### config.mk
export PLATFORM = sky130hd
export DESIGN_NAME = circular_queue_with_search
export DESIGN_NICKNAME = d
export VERILOG_FILES = /design/src/rtl/core/cqs_pkg.sv /design/src/rtl/core/circular_queue_with_search.sv /design/src/rtl/core/cqs_slot_ram.sv
export SDC_FILE = /design/constraint.sdc
export NUM_CORES = 1
export LEC_CHECK = 0
export ABC_AREA = 1
export ABC_CLOCK_PERIOD_IN_PS = 4500
export BUFFER_PORTS_ARGS = -buffer_cell sky130_fd_sc_hd__buf_2
export CAP_MARGIN = 20
export CORE_AREA = 4 4 308 310
export CTS_BUF_LIST = sky130_fd_sc_hd__clkbuf_4
export DETAILED_ROUTE_END_ITERATION = 6
export DIE_AREA = 0 0 312 314
export PLACE_DENSITY_LB_ADDON = 0.25
export SETUP_SLACK_MARGIN = 0.05
export SLEW_MARGIN = 20
export SYNTH_ARGS = -nofsm -noshare
export SYNTH_HDL_FRONTEND = slang
export SYNTH_HIERARCHICAL = 1
export SYNTH_SLANG_ARGS = --single-unit
export TNS_END_PERCENT = 50
### constraint.sdc
create_clock -name clock -period 4.5 [get_ports clock]
set_clock_uncertainty 0.15 [all_clocks]
set_input_delay 0.675 -clock clock [delete_from_list [all_inputs] [get_ports clock]]
set_output_delay 0.675 -clock clock [all_outputs]
set_load 0.05 [all_outputs]
### src/rtl/core/cqs_pkg.sv
// Package for the circular queue with search.
// Holds operation and status codes, field widths and defaults shared by all modules.
package cqs_pkg;

   localparam int DEPTH_DEFAULT = 16;
   localparam int WORD_W = 32;
   localparam int OP_W = 3;
   localparam int STATUS_W = 2;
   localparam int POS_W = 4;
   localparam int CNT_W = 5;

   localparam logic [CNT_W-1:0] CAPACITY_RESET = 5'd16;

   localparam logic [OP_W-1:0] OP_ENQUEUE = 3'd0;
   localparam logic [OP_W-1:0] OP_DEQUEUE = 3'd1;
   localparam logic [OP_W-1:0] OP_PEEK = 3'd2;
   localparam logic [OP_W-1:0] OP_CLEAR = 3'd3;
   localparam logic [OP_W-1:0] OP_SEARCH = 3'd4;

   localparam logic [STATUS_W-1:0] STATUS_OK = 2'd0;
   localparam logic [STATUS_W-1:0] STATUS_FULL = 2'd1;
   localparam logic [STATUS_W-1:0] STATUS_EMPTY = 2'd2;
   localparam logic [STATUS_W-1:0] STATUS_NOT_FOUND = 2'd3;

endpackage

### src/rtl/core/circular_queue_with_search.sv
// Top level of the circular queue with search: control, pointers and register port.
// Depends on cqs_pkg and instantiates cqs_slot_ram.
//
// A request is taken at a rising edge where start is high and busy is low. It carries
// req_op (enqueue, dequeue, peek, clear or search) and req_value. Exactly one result
// follows on the rsp_ ports, marked by rsp_valid for one cycle; the receiver cannot
// hold it off, so it must take every result as it appears.
// Enqueue, dequeue, peek, clear and unused codes give their result in the cycle after the
// request and leave busy low, so one such request can be taken every cycle.
// Search raises busy and walks the held entries from the oldest, one slot per cycle,
// since each slot comes out of the single read port of the slot memory. Its result
// is registered once a slot matches or the last held slot has been compared (at most
// the count held); a search of an empty queue answers in the cycle after the request.
// The capacity register sits at byte address 0 of the register port. Writing it empties
// the queue; the user must write it only while no request is in flight (not enforced).
// Reset empties the queue and sets capacity to 16 (limited to DEPTH). The slot memory
// is not cleared, since only written slots are ever read.
module circular_queue_with_search #(
   parameter int DEPTH = cqs_pkg::DEPTH_DEFAULT
) (
   input  logic                            clock,
   input  logic                            reset,
   input  logic                            start,
   output logic                            busy,
   input  logic [cqs_pkg::OP_W-1:0]        req_op,
   input  logic signed [cqs_pkg::WORD_W-1:0] req_value,
   output logic                            rsp_valid,
   output logic [cqs_pkg::STATUS_W-1:0]    rsp_status,
   output logic signed [cqs_pkg::WORD_W-1:0] rsp_data,
   output logic [cqs_pkg::POS_W-1:0]       rsp_position,
   output logic [cqs_pkg::CNT_W-1:0]       rsp_count,
   output logic                            rsp_empty_res,
   output logic                            rsp_full_res,
   input  logic                            psel,
   input  logic                            penable,
   input  logic                            pwrite,
   input  logic [2:0]                      paddr,
   input  logic [31:0]                     pwdata,
   output logic [31:0]                     prdata,
   output logic                            pready
);

   localparam int AW = $clog2(DEPTH);
   localparam int CW = cqs_pkg::CNT_W;
   localparam int WW = cqs_pkg::WORD_W;

   localparam logic ST_IDLE = 1'b0;
   localparam logic ST_SEARCH = 1'b1;

   logic                             state_ff, state_in;
   logic [AW-1:0]                    head_ff, head_in;
   logic [AW-1:0]                    tail_ff, tail_in;
   logic [CW-1:0]                    held_ff, held_in;
   logic [CW-1:0]                    capacity_ff, capacity_in;
   logic [AW-1:0]                    idx_ff, idx_in;
   logic [CW-1:0]                    left_ff, left_in;
   logic [WW-1:0]                    key_ff, key_in;
   logic                             rsp_valid_ff, rsp_valid_in;
   logic [cqs_pkg::STATUS_W-1:0]     status_ff, status_in;
   logic [cqs_pkg::POS_W-1:0]        pos_ff, pos_in;
   logic [CW-1:0]                    count_ff, count_in;
   logic                             empty_ff, empty_in;
   logic                             full_ff, full_in;
   logic                             use_rd_ff, use_rd_in;

   logic [CW-1:0]                    cap_eff;
   logic                             accept;
   logic                             csr_write;
   logic                             wr_en;
   logic [AW-1:0]                    rd_addr;
   logic [WW-1:0]                    rd_data;

   function automatic logic [AW-1:0] advance(input logic [AW-1:0] idx,
                                             input logic [CW-1:0] cap);
      logic [31:0] nxt;
      begin
         nxt = 32'(idx) + 32'd1;
         advance = (nxt >= 32'(cap)) ? '0 : AW'(nxt);
      end
   endfunction

   assign cap_eff = (capacity_ff == '0) ? CW'(1) :
                    ((32'(capacity_ff) > 32'(DEPTH)) ? CW'(DEPTH) : capacity_ff);
   assign busy = (state_ff == ST_SEARCH);
   assign accept = start && !busy;
   assign csr_write = psel && penable && pwrite && pready && (paddr[2] == 1'b0);

   always_comb begin
      state_in = state_ff;
      head_in = head_ff;
      tail_in = tail_ff;
      held_in = held_ff;
      capacity_in = capacity_ff;
      idx_in = idx_ff;
      left_in = left_ff;
      key_in = key_ff;
      rsp_valid_in = 1'b0;
      status_in = cqs_pkg::STATUS_OK;
      pos_in = '0;
      use_rd_in = 1'b0;
      wr_en = 1'b0;
      rd_addr = head_ff;

      if (state_ff == ST_IDLE) begin
         if (accept) begin
            rsp_valid_in = 1'b1;
            case (req_op)
               cqs_pkg::OP_ENQUEUE: begin
                  if (held_ff >= cap_eff) begin
                     status_in = cqs_pkg::STATUS_FULL;
                  end else begin
                     wr_en = 1'b1;
                     tail_in = advance(tail_ff, cap_eff);
                     held_in = held_ff + CW'(1);
                  end
               end
               cqs_pkg::OP_DEQUEUE: begin
                  if (held_ff == '0) begin
                     status_in = cqs_pkg::STATUS_EMPTY;
                  end else begin
                     use_rd_in = 1'b1;
                     head_in = advance(head_ff, cap_eff);
                     held_in = held_ff - CW'(1);
                  end
               end
               cqs_pkg::OP_PEEK: begin
                  if (held_ff == '0) begin
                     status_in = cqs_pkg::STATUS_EMPTY;
                  end else begin
                     use_rd_in = 1'b1;
                  end
               end
               cqs_pkg::OP_CLEAR: begin
                  head_in = '0;
                  tail_in = '0;
                  held_in = '0;
               end
               cqs_pkg::OP_SEARCH: begin
                  if (held_ff == '0) begin
                     status_in = cqs_pkg::STATUS_NOT_FOUND;
                  end else begin
                     rsp_valid_in = 1'b0;
                     state_in = ST_SEARCH;
                     idx_in = head_ff;
                     left_in = held_ff;
                     key_in = req_value;
                  end
               end
               default: begin
               end
            endcase
         end
      end else begin
         if (rd_data == key_ff) begin
            rsp_valid_in = 1'b1;
            pos_in = cqs_pkg::POS_W'(idx_ff);
            state_in = ST_IDLE;
         end else if (left_ff == CW'(1)) begin
            rsp_valid_in = 1'b1;
            status_in = cqs_pkg::STATUS_NOT_FOUND;
            state_in = ST_IDLE;
         end else begin
            idx_in = advance(idx_ff, cap_eff);
            left_in = left_ff - CW'(1);
            rd_addr = advance(idx_ff, cap_eff);
         end
      end

      if (csr_write) begin
         capacity_in = pwdata[CW-1:0];
         head_in = '0;
         tail_in = '0;
         held_in = '0;
      end

      count_in = held_in;
      empty_in = (held_in == '0);
      full_in = (held_in == cap_eff);
   end

   always_ff @(posedge clock) begin
      if (reset) begin
         state_ff <= ST_IDLE;
         head_ff <= '0;
         tail_ff <= '0;
         held_ff <= '0;
         capacity_ff <= cqs_pkg::CAPACITY_RESET;
         left_ff <= '0;
         rsp_valid_ff <= 1'b0;
      end else begin
         state_ff <= state_in;
         head_ff <= head_in;
         tail_ff <= tail_in;
         held_ff <= held_in;
         capacity_ff <= capacity_in;
         left_ff <= left_in;
         rsp_valid_ff <= rsp_valid_in;
      end
   end

   always_ff @(posedge clock) begin
      idx_ff <= idx_in;
      key_ff <= key_in;
      status_ff <= status_in;
      pos_ff <= pos_in;
      count_ff <= count_in;
      empty_ff <= empty_in;
      full_ff <= full_in;
      use_rd_ff <= use_rd_in;
   end

   cqs_slot_ram #(
      .DEPTH(DEPTH)
   ) u_slot_ram (
      .clock(clock),
      .wr_en(wr_en),
      .wr_addr(tail_ff),
      .wr_data(req_value),
      .rd_addr(rd_addr),
      .rd_data(rd_data)
   );

   assign rsp_valid = rsp_valid_ff;
   assign rsp_status = status_ff;
   assign rsp_data = use_rd_ff ? rd_data : '0;
   assign rsp_position = pos_ff;
   assign rsp_count = count_ff;
   assign rsp_empty_res = empty_ff;
   assign rsp_full_res = full_ff;

   assign pready = 1'b1;
   assign prdata = (paddr[2] == 1'b0) ? 32'(capacity_ff) : '0;

`ifndef SYNTHESIS
   a_held_in_range: assert property (@(posedge clock) disable iff (reset)
      held_ff <= cap_eff)
      else $error("Entry count exceeds the effective capacity.");

   a_pointers_in_range: assert property (@(posedge clock) disable iff (reset)
      (32'(head_ff) < 32'(cap_eff)) && (32'(tail_ff) < 32'(cap_eff)))
      else $error("Head or tail pointer lies beyond the effective capacity.");

   a_pointers_meet: assert property (@(posedge clock) disable iff (reset)
      (held_ff == '0 || held_ff == cap_eff) |-> head_ff == tail_ff)
      else $error("Head and tail differ while the queue is empty or full.");

   a_simple_op_answers: assert property (@(posedge clock) disable iff (reset)
      (accept && req_op != cqs_pkg::OP_SEARCH) |=> rsp_valid)
      else $error("No result one cycle after a non-search request.");

   a_empty_status_count: assert property (@(posedge clock) disable iff (reset)
      (rsp_valid && rsp_status == cqs_pkg::STATUS_EMPTY) |-> rsp_count == '0)
      else $error("Empty status reported with a nonzero count.");
`endif

endmodule

### src/rtl/core/cqs_slot_ram.sv
// Slot storage of the circular queue: one write port, one registered read port.
// Depends on cqs_pkg for the word width and the default depth.
module cqs_slot_ram #(
   parameter int DEPTH = cqs_pkg::DEPTH_DEFAULT
) (
   input  logic                          clock,
   input  logic                          wr_en,
   input  logic [$clog2(DEPTH)-1:0]      wr_addr,
   input  logic [cqs_pkg::WORD_W-1:0]    wr_data,
   input  logic [$clog2(DEPTH)-1:0]      rd_addr,
   output logic [cqs_pkg::WORD_W-1:0]    rd_data
);

   logic [cqs_pkg::WORD_W-1:0] mem_ff [DEPTH];
   logic [cqs_pkg::WORD_W-1:0] rd_data_ff;

   always_ff @(posedge clock) begin
      if (wr_en) begin
         mem_ff[wr_addr] <= wr_data;
      end
      rd_data_ff <= mem_ff[rd_addr];
   end

   assign rd_data = rd_data_ff;

endmodule
Word-level counts from Yosys, hierarchy flattened:

Memory sizes are Yosys's and may differ from the RTL's. A register that Yosys moved wholly into a read port is not among the register bits.
Index checks and enable logic that the tools add are counted.

* $add $sub $neg: 6
* order comparisons: 5
* eq/ne operators: 12
* multiplexer cells: 58
* bitwise operators: 5
* reductions and logical operators: 21

Operators with widths (count)
* 5-bit two-way mux: 14
* 4-bit two-way mux: 14
* 32-bit == test: 1
* 32-bit two-way mux: 1
* 5-bit >= comparator: 4
* 1-bit two-way mux: 19
* 4-bit one-hot mux with 2 select lines: 2
* 4-bit by 1-bit adder with 5-bit output, second input constant: 3
* 5-bit logical NOT: 3
* 5-bit one-hot mux with 3 select lines: 1
* 2-bit two-way mux: 6
* 4-bit AND reduction: 3
* 2-bit inequality test, second input constant: 5
* 5-bit by 1-bit subtractor with 5-bit output, second input constant: 2
* 2-bit nonzero test: 4
* 3-bit by 2-bit == test with 1-bit output, second input constant: 2
* 2-bit one-hot mux with 3 select lines: 1
* 5-bit by 1-bit adder with 5-bit output, second input constant: 1
* 5-bit by 1-bit == test with 1-bit output, second input constant: 1
* 5-bit == test: 1
* 5-bit > comparator, second input constant: 1
* 1-bit inverter: 5
* 5-bit AND reduction: 1
* 1-bit logical AND: 4
* other kinds (7): 8

* flip-flop bits (word level): 75
* memory bits (writable): 512
* input bits: 76
* output and inout port bits: 80
* memories kept: 1

Memories
* u_slot_ram.mem_ff: words 16, width 32, rd ports 1, clocked after memory_dff 1, write ports 1, line cqs_slot_ram.sv:14 `logic [cqs_pkg::WORD_W-1:0] mem_ff [DEPTH];`

Depth between registers and ports, before layout:

* depth after elaboration: 10
* gate-level depth with buffers: 22

Cells and area by module:

The synthesis kept the hierarchy.

Modules (own cells, without submodules)
* cqs_slot_ram: times used 1, cells an instance 2120, area each 22730.6 um^2
* circular_queue_with_search: times used 1, cells an instance 620, area each 4734.5 um^2

Least setup slack after synthesis:

OpenSTA, ideal clock, no wires.

* path kind: register -> register
* from: register capacity_ff[1]
* to: memory u_slot_ram/mem_ff[12][0] in the netlist's numbering (enable)
* setup time: 0.421 ns
* arrival time: 3.128 ns
* required time: 3.929 ns
* path slack: 0.801 ns
* cell stages (with the launch flop): 12
* buffers on the path: 0
* cells stage by stage: dfxtp_1 -> nor2_1 -> nand3_1 -> a21oi_1 -> ha_1 -> inv_1 -> nand2_1 -> nand2_1 -> nand4_1 -> nor2_1 -> nand3_1 -> nor2_1

* cells in the longest elaborated chain, start to end: 10
* elaborated cells between the ends (all ways): 11

Ends and longest elaborated chain
* from (decl): line circular_queue_with_search.sv:54 `logic [CW-1:0] capacity_ff, capacity_in;`
* from (signal assigned): line circular_queue_with_search.sv:187 `capacity_ff <= cqs_pkg::CAPACITY_RESET;`
* from (signal assigned): line circular_queue_with_search.sv:195 `capacity_ff <= capacity_in;`
* 5-bit > comparator: line circular_queue_with_search.sv:83 `((32'(capacity_ff) > 32'(DEPTH)) ? CW'(DEPTH) : capacity_ff);`
* 5-bit two-way mux: line circular_queue_with_search.sv:83
* 5-bit two-way mux (*): line circular_queue_with_search.sv:82 `assign cap_eff = (capacity_ff == '0) ? CW'(1) :`
* 5-bit >= comparator (*): line circular_queue_with_search.sv:109 `if (held_ff >= cap_eff) begin`
* 1-bit two-way mux (*): line circular_queue_with_search.sv:109
* 1-bit two-way mux (*): line circular_queue_with_search.sv:107 `case (req_op)`
* 1-bit two-way mux (*): line circular_queue_with_search.sv:105 `if (accept) begin`
* 1-bit two-way mux (*): line circular_queue_with_search.sv:104 `if (state_ff == ST_IDLE) begin`
* via wr_en: line circular_queue_with_search.sv:69 `logic wr_en;`
* 1-bit two-way mux (*): line cqs_slot_ram.sv:18 `if (wr_en) begin`
* 1-bit two-way mux (not written as such) (*): line cqs_slot_ram.sv:19 `mem_ff[wr_addr] <= wr_data;`
* to (decl): line cqs_slot_ram.sv:14

The timed path passes the listed nets; every way through them passes the cells marked *.

Worst setup path after layout:

* from: register key_ff[0]
* to: register u_slot_ram.rd_data_ff, in the netlist u_slot_ram/rd_data[8] (read register of u_slot_ram.mem_ff)

* cells in the longest elaborated chain, start to end: 3

Ends and longest elaborated chain
* from (decl): line circular_queue_with_search.sv:57 `logic [WW-1:0] key_ff, key_in;`
* from (signal assigned): line circular_queue_with_search.sv:203 `key_ff <= key_in;`
* 32-bit == test: line circular_queue_with_search.sv:154 `if (rd_data == key_ff) begin`
* 4-bit two-way mux: line circular_queue_with_search.sv:154
* 4-bit two-way mux: line circular_queue_with_search.sv:104
* via rd_addr[0]: line circular_queue_with_search.sv:70 `logic [AW-1:0] rd_addr;`
* to (decl): line cqs_slot_ram.sv:15 `logic [cqs_pkg::WORD_W-1:0] rd_data_ff;`

The timed path passes the listed nets, and every way through them passes these cells.
A chain may end at the register's enable or synchronous reset.

==> flow_summary.ini <==
[sta]
max_slew_headroom = 0.450
final.min_clock_period_ns = 3.76
final_max_slew_viol_count = 0
grt_setup_unrepaired = false
summed_negative_setup_slack_over_all_endpoints_ns = 0
timing.hold.ws_ns = 0.170
setup_violations_final = 0
highest_clock_rate_mhz = 266
worst-slew-pin-transition_ns = 0.825
period_share = 0.835
finalHoldViolCount = 0

[setup_path]
crit_path_top_delay_cell = sky130_fd_sc_hd__buf_4
critPathKind = reg2reg
startpoint_type = register
cp-end-kind = register
path_cells = xnor2_1, nand2_1, nor2_1, nand2_1, nor2_1, nand2_2, nand3_2, inv_1, o22ai_4, buf_12, buf_4, nand2_1, nand3_1, nand3_1, nand3_1, nand2_1
critical_path_arrival_ns = 4.44
crit_path_start = key_ff[0]
cp.required_ns = 5.18
worst_path_largest_cell_delay_ns = 0.42
top_fanout_value_on_the_critical_path = 58
worst_r2r_startpoint = key_ff[0]
cpMostUsedCell = sky130_fd_sc_hd__nand2_1

[floorplan]
fp.coreArea_um2 = 91700
die_h_um = 314
initial_core_util = 0.300
ios = 156
die_w_um = 312
die-area_um2 = 98000
floorplan.rows = 111

[status]
run_status = completed

[synth]
number_of_distinct_library_cells_after_synthesis = 39
mappedNetlistArea_um2 = 27500
post_synth.cell_area_avg_um2 = 10.0
synth-edff-count = 548
synth_warnings = 6
ys_ff_latch = 619
asyncSetResetFlopFracSynth = 0
synth_flop_cell = sky130_fd_sc_hd__edfxtp_1
synthCells = 2740
yosysSeqAreaShare = 0.651

[global_routing]
global_route_wire_length_before_repair_mm = 111
grt_start_max_net_pins = 129
antenna_found_initial = 5
total_routing_usage_gr = 0.150
grt-ovfl-total = 0
first_global_vias = 18500

[clocking]
cts_root_buf = sky130_fd_sc_hd__clkbuf_4
clk-insertion-delay-late_ns = 1.03
postCtsResizedCells = 0
htreeDepth = 4
cts_post_setup_buffers_inserted = 0
holdBufCountCts = 44
clk_pin_slew_worst_paths_ns = 0.06
clock_sinks = 619
tritoncts = done
max-clock-path-buffers = 3
tritoncts.num_buffers = 165

[layout]
layout_common_cells = 822 x sky130_fd_sc_hd__nand2_1, 548 x sky130_fd_sc_hd__edfxtp_1, 487 x sky130_fd_sc_hd__inv_1, 422 x sky130_fd_sc_hd__nand3_1, 249 x sky130_fd_sc_hd__clkbuf_4
area.sequential_um2 = 17900
layout_commonest_cell = sky130_fd_sc_hd__nand2_1
nNetsFinal = 3088
drive_above_1_share = 0.149
synthToLayoutAreaGrowth_pct = 16.7
multiInputGateArea_um2 = 7020
layout.filler_cells = 9261

[worst_hold_path]
min_from = psel
hp-class = in2reg

[place]
i_o_buffers = 98
dp.final_hpwl_mm = 39.4
globalplace.congestion = 0.744

[run]
cap_violations = 0

[power]
ir_drop_mv = 0.174
power_density_nw_per_um2 = 384
leakagePower_nw = 13.9

[route]
routedWlPerCell_um = 17.0
drt_iter0_markers = 1130
ant_nets = 0
drt_pre_antenna_iters = 5
drt_wl_total_mm = 73.2
route.detailed.drc = 0
route.vias.total = 18900
route.detailed.vias_per_inst = 4.38
## sequential cells by signal, indices dropped and copies added (netlist names)
| signal | cells |
|---|---|
| left_ff | 5 |
| tail_ff | 4 |
| head_ff | 4 |
| idx_ff | 4 |
| rsp_full_res | 1 |
| rsp_position | 4 |
| key_ff | 32 |
| rsp_count | 5 |
| u_slot_ram/rd_data | 32 |
| rsp_empty_res | 1 |
| capacity_ff | 5 |
| rsp_status | 2 |
| held_ff | 5 |
| busy | 1 |
| use_rd_ff | 1 |
| u_slot_ram/mem_ff | 512 |
| rsp_valid | 1 |
## per-stage QoR
stage,utilization,cells,power [mW],setup slack (ns),area (um^2)
finish,0.350,4309,12.3,0.742,32100
floorplan,-,2766,7.07,0.801,27600
global placement,0.321,3960,7.31,0.718,29400
global route,0.350,4309,12.9,0.320,32100
CTS,0.350,4304,12.5,0.691,32000
detailed placement,0.321,3960,7.32,0.751,29400
## cell type report
class                      instances  share of cell area
clock buffer                     249              0.0583
multi-input combinational       1510               0.219
timing repair buffer             196              0.0499
clock inverter                    51              0.0105
tap                             1186              0.0463
sequential                       619               0.558
antenna                            5            0.000390
inverter                         493              0.0581
## power by group
part           switching, mW  internal, mW  total (mW)
Sequential            0.0522          6.31        6.36
Clock                   2.38          2.72        5.10
Combinational          0.602         0.250       0.852
## synthesized netlist by cell type, types with 2 or more instances
master                     count  share of area
sky130_fd_sc_hd__nand2_1     822           0.11
sky130_fd_sc_hd__edfxtp_1    548           0.60
sky130_fd_sc_hd__inv_1       489          0.067
sky130_fd_sc_hd__nand3_1     422          0.077
sky130_fd_sc_hd__dfxtp_1      71          0.052
sky130_fd_sc_hd__nor2_1       65         0.0089
sky130_fd_sc_hd__buf_2        43         0.0078
sky130_fd_sc_hd__buf_4        36         0.0098
sky130_fd_sc_hd__a21oi_1      33         0.0060
sky130_fd_sc_hd__buf_6        30          0.012
sky130_fd_sc_hd__ha_1         27          0.012
sky130_fd_sc_hd__xnor2_1      27         0.0086
sky130_fd_sc_hd__o21ai_0      22         0.0040
sky130_fd_sc_hd__clkbuf_1     20         0.0027
sky130_fd_sc_hd__buf_1        14         0.0019
sky130_fd_sc_hd__nand4_1      13         0.0030
sky130_fd_sc_hd__nand2_2       7         0.0016
sky130_fd_sc_hd__xor2_1        7         0.0022
sky130_fd_sc_hd__nor3_1        5        0.00091
sky130_fd_sc_hd__nand3b_1      4         0.0011
sky130_fd_sc_hd__inv_2         3        0.00041
sky130_fd_sc_hd__nor2_2        3        0.00068
sky130_fd_sc_hd__nor2_4        3         0.0012
sky130_fd_sc_hd__nor3b_1       3        0.00082
sky130_fd_sc_hd__o21a_1        3        0.00082
sky130_fd_sc_hd__o22ai_1       3        0.00068
sky130_fd_sc_hd__conb_1        2        0.00027
sky130_fd_sc_hd__nand3_2       2        0.00073
sky130_fd_sc_hd__nor3_2        2        0.00073
sky130_fd_sc_hd__or2_1         2        0.00046
## critical path: cells and delay by family (launching register included)
family          cells  cell delay (ns)
compound gates      1             0.25
xor+xnor            1             0.26
buf+inv             3             0.94
flops               1             0.38
simple gates       11             1.57
## cells by family (layout without fill, tap and decap cells)
| group | Yosys count | count (layout) | synth area share |
|---|---|---|---|
| buffers and inverters | 637 | 989 | 0.103 |
| other | 2 | 33 | 0.000273 |
| xor gates and xnor gates | 34 | 34 | 0.0108 |
| and+or+nand+nor | 1354 | 1354 | 0.210 |
| DFF | 619 | 619 | 0.651 |
| adders and majority gates | 27 | 27 | 0.0123 |
| AOI/OAI and AO/OA | 67 | 67 | 0.0133 |
## path summary, 6_finish.rpt
path / slack, ns / cells after the start / endpoint
max: 0.74 / 16 / u_slot_ram/rd_data[8]
min: 0.17 / 6 / rsp_count[4]
max reg2reg: 0.74 / 16 / u_slot_ram/rd_data[8]
min reg2reg: 0.36 / 2 / capacity_ff[2]
## layer usage
metal,vias up,track usage,part of all wire
met4,2,0.0536,0.023
li1,9379,-,-
met3,126,0.0325,0.048
met5,-,0,0.00018
met2,457,0.250,0.48
met1,8893,0.193,0.45
Power figures use the tool's default switching activity.
